==> config.mk <==
export PLATFORM = sky130hd
export DESIGN_NAME = stream_duplicate_remover_unit_flat
export DESIGN_NICKNAME = d
export VERILOG_FILES = /design/src/rtl/core/sdr_pkg.sv /design/src/rtl/core/sdr_if.sv /design/src/rtl/core/sdr_cell.sv /design/src/rtl/core/sdr_chain.sv /design/src/rtl/core/stream_duplicate_remover_unit.sv /design/src/flat_wrapper.sv
export SDC_FILE = /design/constraint.sdc
export NUM_CORES = 2
export LEC_CHECK = 0
export BUFFER_PORTS_ARGS = -buffer_cell sky130_fd_sc_hd__buf_4
export CAP_MARGIN = 20
export CORE_MARGIN = 4
export CORE_UTILIZATION = 50
export CTS_BUF_LIST = sky130_fd_sc_hd__clkbuf_4 sky130_fd_sc_hd__clkbuf_8
export DETAILED_ROUTE_END_ITERATION = 10
export GPL_ROUTABILITY_DRIVEN = 1
export PLACE_DENSITY = 0.72
export SLEW_MARGIN = 20
export SYNTH_ARGS = -nofsm -noshare
export SYNTH_HDL_FRONTEND = slang
export SYNTH_SLANG_ARGS = --single-unit
==> constraint.sdc <==
create_clock -name i_clk -period 135.3 [get_ports i_clk]
set_input_delay 20.295 -clock i_clk [delete_from_list [all_inputs] [get_ports i_clk]]
set_output_delay 20.295 -clock i_clk [all_outputs]
set_load 0.01 [all_outputs]
==> src/rtl/core/sdr_pkg.sv <==
// Package for the stream duplicate remover: widths and default table depth.
// No dependencies; imported by every module of the block.
`default_nettype none
package sdr_pkg;
    localparam int VALUE_W       = 32;
    localparam int COUNT_W       = 7;
    localparam int DEPTH_DEFAULT = 64;
endpackage
`default_nettype wire

==> src/rtl/core/sdr_if.sv <==
// Stream interfaces for the duplicate remover: input element and result channels.
// Depends on sdr_pkg for field widths.
`default_nettype none
interface sdr_in_if;
    logic                                valid;
    logic                                ready;
    logic signed [sdr_pkg::VALUE_W-1:0]  value;
    logic                                last;

    modport source (output valid, output value, output last, input ready);
    modport sink   (input valid, input value, input last, output ready);
endinterface

interface sdr_out_if;
    logic                                valid;
    logic                                ready;
    logic signed [sdr_pkg::VALUE_W-1:0]  value_out;
    logic                                keep;
    logic        [sdr_pkg::COUNT_W-1:0]  distinct_count;
    logic                                overflow;
    logic                                last_out;

    modport source (output valid, output value_out, output keep, output distinct_count,
                    output overflow, output last_out, input ready);
    modport sink   (input valid, input value_out, input keep, input distinct_count,
                    input overflow, input last_out, output ready);
endinterface
`default_nettype wire

==> src/rtl/core/sdr_cell.sv <==
// One table cell: holds a stored value, takes its neighbor's value on insert,
// and flags a match against the probe value. Depends on sdr_pkg.
`default_nettype none
module sdr_cell import sdr_pkg::*; #(
    parameter int IDX = 0,
    parameter int CW  = 7
) (
    input  logic                       i_clk,
    input  logic                       i_shift,
    input  logic signed [VALUE_W-1:0]  i_d,
    input  logic signed [VALUE_W-1:0]  i_probe,
    input  logic        [CW-1:0]       i_count,
    output logic signed [VALUE_W-1:0]  o_q,
    output logic                       o_hit
);
    logic signed [VALUE_W-1:0] r_value;

    always_ff @(posedge i_clk) begin
        if (i_shift) begin
            r_value <= i_d;
        end
    end

    assign o_q   = r_value;
    assign o_hit = (CW'(IDX) < i_count) && (r_value == i_probe);
endmodule
`default_nettype wire

==> src/rtl/core/sdr_chain.sv <==
// Row of sdr_cell instances forming the distinct-value table; newest entry at cell 0.
// Depends on sdr_pkg and sdr_cell.
`default_nettype none
module sdr_chain import sdr_pkg::*; #(
    parameter int DEPTH = DEPTH_DEFAULT,
    parameter int CW    = $clog2(DEPTH + 1)
) (
    input  logic                       i_clk,
    input  logic                       i_shift,
    input  logic signed [VALUE_W-1:0]  i_value,
    input  logic        [CW-1:0]       i_count,
    output logic                       o_hit
);
    logic signed [VALUE_W-1:0] w_q   [DEPTH];
    logic        [DEPTH-1:0]   w_hit;

    for (genvar g = 0; g < DEPTH; g++) begin : g_cell
        logic signed [VALUE_W-1:0] w_d;
        if (g == 0) begin : g_head
            assign w_d = i_value;
        end else begin : g_body
            assign w_d = w_q[g-1];
        end
        sdr_cell #(
            .IDX (g),
            .CW  (CW)
        ) u_cell (
            .i_clk   (i_clk),
            .i_shift (i_shift),
            .i_d     (w_d),
            .i_probe (i_value),
            .i_count (i_count),
            .o_q     (w_q[g]),
            .o_hit   (w_hit[g])
        );
    end

    assign o_hit = |w_hit;
endmodule
`default_nettype wire

==> src/rtl/core/stream_duplicate_remover_unit.sv <==
// Stream duplicate remover: keeps each value's first occurrence per list while the table has room.
// The result is registered and appears in the cycle after the input transaction;
// throughput: 1 transaction per cycle while results are taken, set by the combinational
// match across all table cells. Reset clears the stored count, the overflow flag and
// the result valid; the table contents are not cleared. Depends on sdr_pkg, sdr_if, sdr_chain.
`default_nettype none
module stream_duplicate_remover_unit import sdr_pkg::*; #(
    parameter int DEPTH = DEPTH_DEFAULT
) (
    input  logic          i_clk,
    input  logic          i_rst_n,
    sdr_in_if.sink        i_in,
    sdr_out_if.source     o_out
);
    localparam int CW = $clog2(DEPTH + 1);

    logic                       w_accept;
    logic                       w_hit;
    logic                       w_full;
    logic                       w_shift;
    logic [CW-1:0]              n_count_res;
    logic                       n_ovf_res;
    logic [CW+COUNT_W-1:0]      w_count_ext;

    logic [CW-1:0]              r_count;
    logic                       r_ovf;
    logic                       r_out_valid;
    logic signed [VALUE_W-1:0]  r_value_out;
    logic                       r_keep;
    logic [COUNT_W-1:0]         r_distinct;
    logic                       r_overflow;
    logic                       r_last_out;

    assign i_in.ready = !r_out_valid || o_out.ready;
    assign w_accept   = i_in.valid && i_in.ready;
    assign w_full     = (r_count == CW'(DEPTH));
    assign w_shift    = w_accept && !w_hit && !w_full;

    sdr_chain #(
        .DEPTH (DEPTH),
        .CW    (CW)
    ) u_chain (
        .i_clk   (i_clk),
        .i_shift (w_shift),
        .i_value (i_in.value),
        .i_count (r_count),
        .o_hit   (w_hit)
    );

    always_comb begin
        n_count_res = r_count;
        n_ovf_res   = r_ovf;
        if (!w_hit) begin
            if (w_full) begin
                n_ovf_res = 1'b1;
            end else begin
                n_count_res = r_count + 1'b1;
            end
        end
    end

    assign w_count_ext = {{COUNT_W{1'b0}}, n_count_res};

    always_ff @(posedge i_clk) begin
        if (!i_rst_n) begin
            r_count     <= '0;
            r_ovf       <= 1'b0;
            r_out_valid <= 1'b0;
        end else begin
            if (w_accept) begin
                r_out_valid <= 1'b1;
                if (i_in.last) begin
                    r_count <= '0;
                    r_ovf   <= 1'b0;
                end else begin
                    r_count <= n_count_res;
                    r_ovf   <= n_ovf_res;
                end
            end else if (o_out.ready) begin
                r_out_valid <= 1'b0;
            end
        end
    end

    always_ff @(posedge i_clk) begin
        if (w_accept) begin
            r_value_out <= i_in.value;
            r_keep      <= !w_hit;
            r_distinct  <= w_count_ext[COUNT_W-1:0];
            r_overflow  <= n_ovf_res;
            r_last_out  <= i_in.last;
        end
    end

    assign o_out.valid          = r_out_valid;
    assign o_out.value_out      = r_value_out;
    assign o_out.keep           = r_keep;
    assign o_out.distinct_count = r_distinct;
    assign o_out.overflow       = r_overflow;
    assign o_out.last_out       = r_last_out;
endmodule
`default_nettype wire

==> src/flat_wrapper.sv <==
// flat-port wrapper written by rule: the top's interface ports become plain ports
module stream_duplicate_remover_unit_flat import sdr_pkg::*;
#(
    parameter int DEPTH = DEPTH_DEFAULT
)
  (i_clk, i_rst_n, i_in_valid, i_in_value, i_in_last, i_in_ready, o_out_valid, o_out_value_out, o_out_keep, o_out_distinct_count, o_out_overflow, o_out_last_out, o_out_ready);
  sdr_in_if i_in_i ();
  sdr_out_if o_out_i ();
  input  logic i_clk;
  input  logic i_rst_n;
  input wire logic [$bits(i_in_i.valid)-1:0] i_in_valid;
  input wire logic [$bits(i_in_i.value)-1:0] i_in_value;
  input wire logic [$bits(i_in_i.last)-1:0] i_in_last;
  output wire logic [$bits(i_in_i.ready)-1:0] i_in_ready;
  output wire logic [$bits(o_out_i.valid)-1:0] o_out_valid;
  output wire logic [$bits(o_out_i.value_out)-1:0] o_out_value_out;
  output wire logic [$bits(o_out_i.keep)-1:0] o_out_keep;
  output wire logic [$bits(o_out_i.distinct_count)-1:0] o_out_distinct_count;
  output wire logic [$bits(o_out_i.overflow)-1:0] o_out_overflow;
  output wire logic [$bits(o_out_i.last_out)-1:0] o_out_last_out;
  input wire logic [$bits(o_out_i.ready)-1:0] o_out_ready;
  assign i_in_i.valid = i_in_valid;
  assign i_in_i.value = i_in_value;
  assign i_in_i.last = i_in_last;
  assign i_in_ready = i_in_i.ready;
  assign o_out_valid = o_out_i.valid;
  assign o_out_value_out = o_out_i.value_out;
  assign o_out_keep = o_out_i.keep;
  assign o_out_distinct_count = o_out_i.distinct_count;
  assign o_out_overflow = o_out_i.overflow;
  assign o_out_last_out = o_out_i.last_out;
  assign o_out_i.ready = o_out_ready;
  stream_duplicate_remover_unit #(.DEPTH(DEPTH)) u_core (.i_clk(i_clk), .i_rst_n(i_rst_n), .i_in(i_in_i), .o_out(o_out_i));
endmodule
==> flow_summary.ini <==
[floorplan]
dieArea_um2 = 185000
die-height_um = 430
core.rowCount = 154
io_pins = 81
initial_core_util_pct = 50.3
coreArea_um2 = 176000
die_w_um = 430

[placed_design]
gp_congestion = 0.907
dp_hpwl_mm = 160
port_buffers = 80

[worst_setup_path]
crit_path_start = o_out_ready
timing.rr.start = u_core.r_count[3]
crit_type = primary input to output pin
end_kind = output pin
cp-start-kind = primary input
required_ps = 115010
crit_fanout = 3
crit_arrival_ps = 20730

[pwr]
p_seq_share_pct = 56.0
intPower_uw = 1080
comb_power_share_pct = 7.5
irDropWorstVdd_mv = 0.0122
clkPwrFrac_pct = 36.5
p_leak_uw = 0.0326
powerDensity_nw_per_um2 = 14.8
netSwitchingFraction_pct = 24.7
p_sw_uw = 355
p_total_uw = 1440

[clocking]
cts.clk_slew.worst_paths_ps = 60
clkLatencyLatePin_ps = 1050
cts_tree = yes
root_buffer = clkbuf_8
cts_made_buffers = 340
htreeDepth = 5
cts_hold_buf = 0
clock_sinks = 2099
post-cts-setup-buffer-count = 0
cts_resized = 0
cts_max_path_buffers = 4

[yosys]
synth_flop_cell = edfxtp_1
synth_fp_nets = 5340
ys_ff_latch = 2099
synthMuxAreaShare_pct = 0
synth_compound_area_share_pct = 0.735
netlist_instances = 5301
synth_top_family_by_area = XOR/XNOR gates
syn-cell-area_um2 = 88800
postSynth.asyncResetShare_pct = 0
synthAdderAreaFrac_pct = 0.0282
synth_edf_count = 2090
ys.warnings.count = 0
synth_xor_area_share_pct = 20.2
yosysSeqAreaShare_pct = 70.8
synthSimpleGateAreaFrac_pct = 5.55
synth_cell_types = 63
syn_avg_cell_area_um2 = 16.8

[global_route]
antenna_found_initial = 13
grt_pass1_vias = 48200
overflow = 0
grt_max_degree = 189
grt_usage_pct = 26.0
grt_first_pass_wirelength_mm = 345

[final_layout]
layout_commonest_cell = edfxtp_1
drive_gt1_share_pct = 12.3
area_delta_synth_final_pct = 9.58
finalNetCount = 5627
layout_common_cells = edfxtp_1, xor2_1, xnor2_1, nor4_1, clkbuf_8

[route]
initialDrtViolationCount = 6369
drtAntennaViolNets = 0
wirelength_mm = 245
vias = 49100
dr.pass1.iters = 6
post_drt_wl_per_cell_um = 30.0
vias_per_cell = 6.01
remaining_drc_errors = 0

[min_path]
hold_path_class = flop to flop
min_from = u_core.u_chain.g_cell[20].u_cell.o_q[19]

[sta]
slew_headroom_pct = 12.3
fin_crit_sh_pct = 30.3
finalCriticalPeriod_ps = 41030
setup_tns_ps = 0
worst_pin_slew_ps = 1300
max_freq_mhz = 24.4
hold_viol = 0
clock_skew_ps = 75.6
finalMaxSlewViolations = 0
rsz0062_at_grt = false
setup_violations = 0

[outcome]
status = finished, final reports clean

[run]
drv_cap = 0
Yosys cell counts (5+ instances only):
| library cell | n | area (um2) |
|---|---|---|
| edfxtp_1 | 2090 | 62800 |
| xor2_1 | 1362 | 11900 |
| xnor2_1 | 684 | 5990 |
| nor4_1 | 369 | 2310 |
| nand4_1 | 230 | 1440 |
| buf_6 | 142 | 1600 |
| buf_4 | 72 | 541 |
| nand3_1 | 65 | 325 |
| nor3_1 | 55 | 275 |
| nand2_1 | 26 | 97.6 |
| buf_2 | 22 | 110 |
| nor2_1 | 21 | 78.8 |
| a2111oi_0 | 16 | 140 |
| inv_1 | 13 | 48.8 |
| o21ai_0 | 13 | 65.1 |
| dfxtp_1 | 9 | 180 |
| a211oi_1 | 7 | 52.6 |
| a21oi_1 | 7 | 35.0 |
| nand2b_1 | 6 | 37.5 |
| o31a_1 | 5 | 43.8 |
| or4_1 | 5 | 37.5 |
power by group through the flow:
stage	clock [uW]	combinational, uW	sequential, uW
2_1_floorplan	0	78.5	918
3_3_place_gp	0	105	815
3_5_place_dp	0	106	816
4_1_cts	530	107	803
5_1_grt	563	115	806
6_report	525	108	804
worst max-delay path, cell delays in order:
cell and delay (ps):
buf_4 110, nand2b_1 170, buf_4 160
flip-flops by register name (all words and copies together), names as in the netlist:
name / cells
u_core.o_out.value_out: 32
u_core.o_out.last_out: 1
u_core.u_chain.g_cell.u_cell.o_q: 2048
u_core.o_out.keep: 1
u_core.o_out.valid: 1
u_core.r_ovf: 1
u_core.r_count: 7
u_core.o_out.overflow: 1
u_core.o_out.distinct_count: 7
routing by layer:
metal	vias up	global-route usage, %	share of wire (%)
met5	-	0	0.010
met4	4	10.5	4.2
met3	614	6.56	11
met2	3087	40.0	45
met1	25200	35.6	39
li1	20200	-	-
cells by family (layout without fill, tap and decap cells):
family,Yosys count,after routing
AND/OR/NAND/NOR,810,810
adder cells (fa/ha/maj),2,2
flip-flops,2099,2099
buffers and inverters,260,790
other,0,11
XOR/XNOR,2046,2046
AO/OA/AOI/OAI,84,84
area by class of cell:
type / count / area [um2]
Antenna cell: 11 / 27.5
Clock buffer: 446 / 5520
Clock inverter: 139 / 731
Fill cell: 13900 / 79100
Inverter: 16 / 61.3
Multi-Input combinational cell: 2942 / 23600
Sequential cell: 2099 / 62900
Tap cell: 2340 / 2930
Timing Repair Buffer: 189 / 1550
path summary, 6_finish.rpt:
check | end | slack, ps | cells after the start
worst max-delay path | i_in_ready | 94270 | 3
worst min-delay path | u_core.u_chain.g_cell[21].u_cell.o_q[19] | 430 | 0
worst min register to register | u_core.u_chain.g_cell[21].u_cell.o_q[19] | 430 | 0
worst max register to register | u_core.u_chain.g_cell[15].u_cell.o_q[24] | 126620 | 16
stage by stage:
step	std cells	setup WS (ps)	area (um2)	utilization, %	hold WS [ps]
after floorplan	5301	24190	88800	-	426
after global placement	7586	94280	91000	51.6	442
after detailed placement	7586	94290	91100	51.6	452
after CTS	8171	94280	97300	55.1	413
after global routing	8174	94260	97300	55.1	420
final	8182	94270	97400	55.2	432
Power figures use the tool's default switching activity.
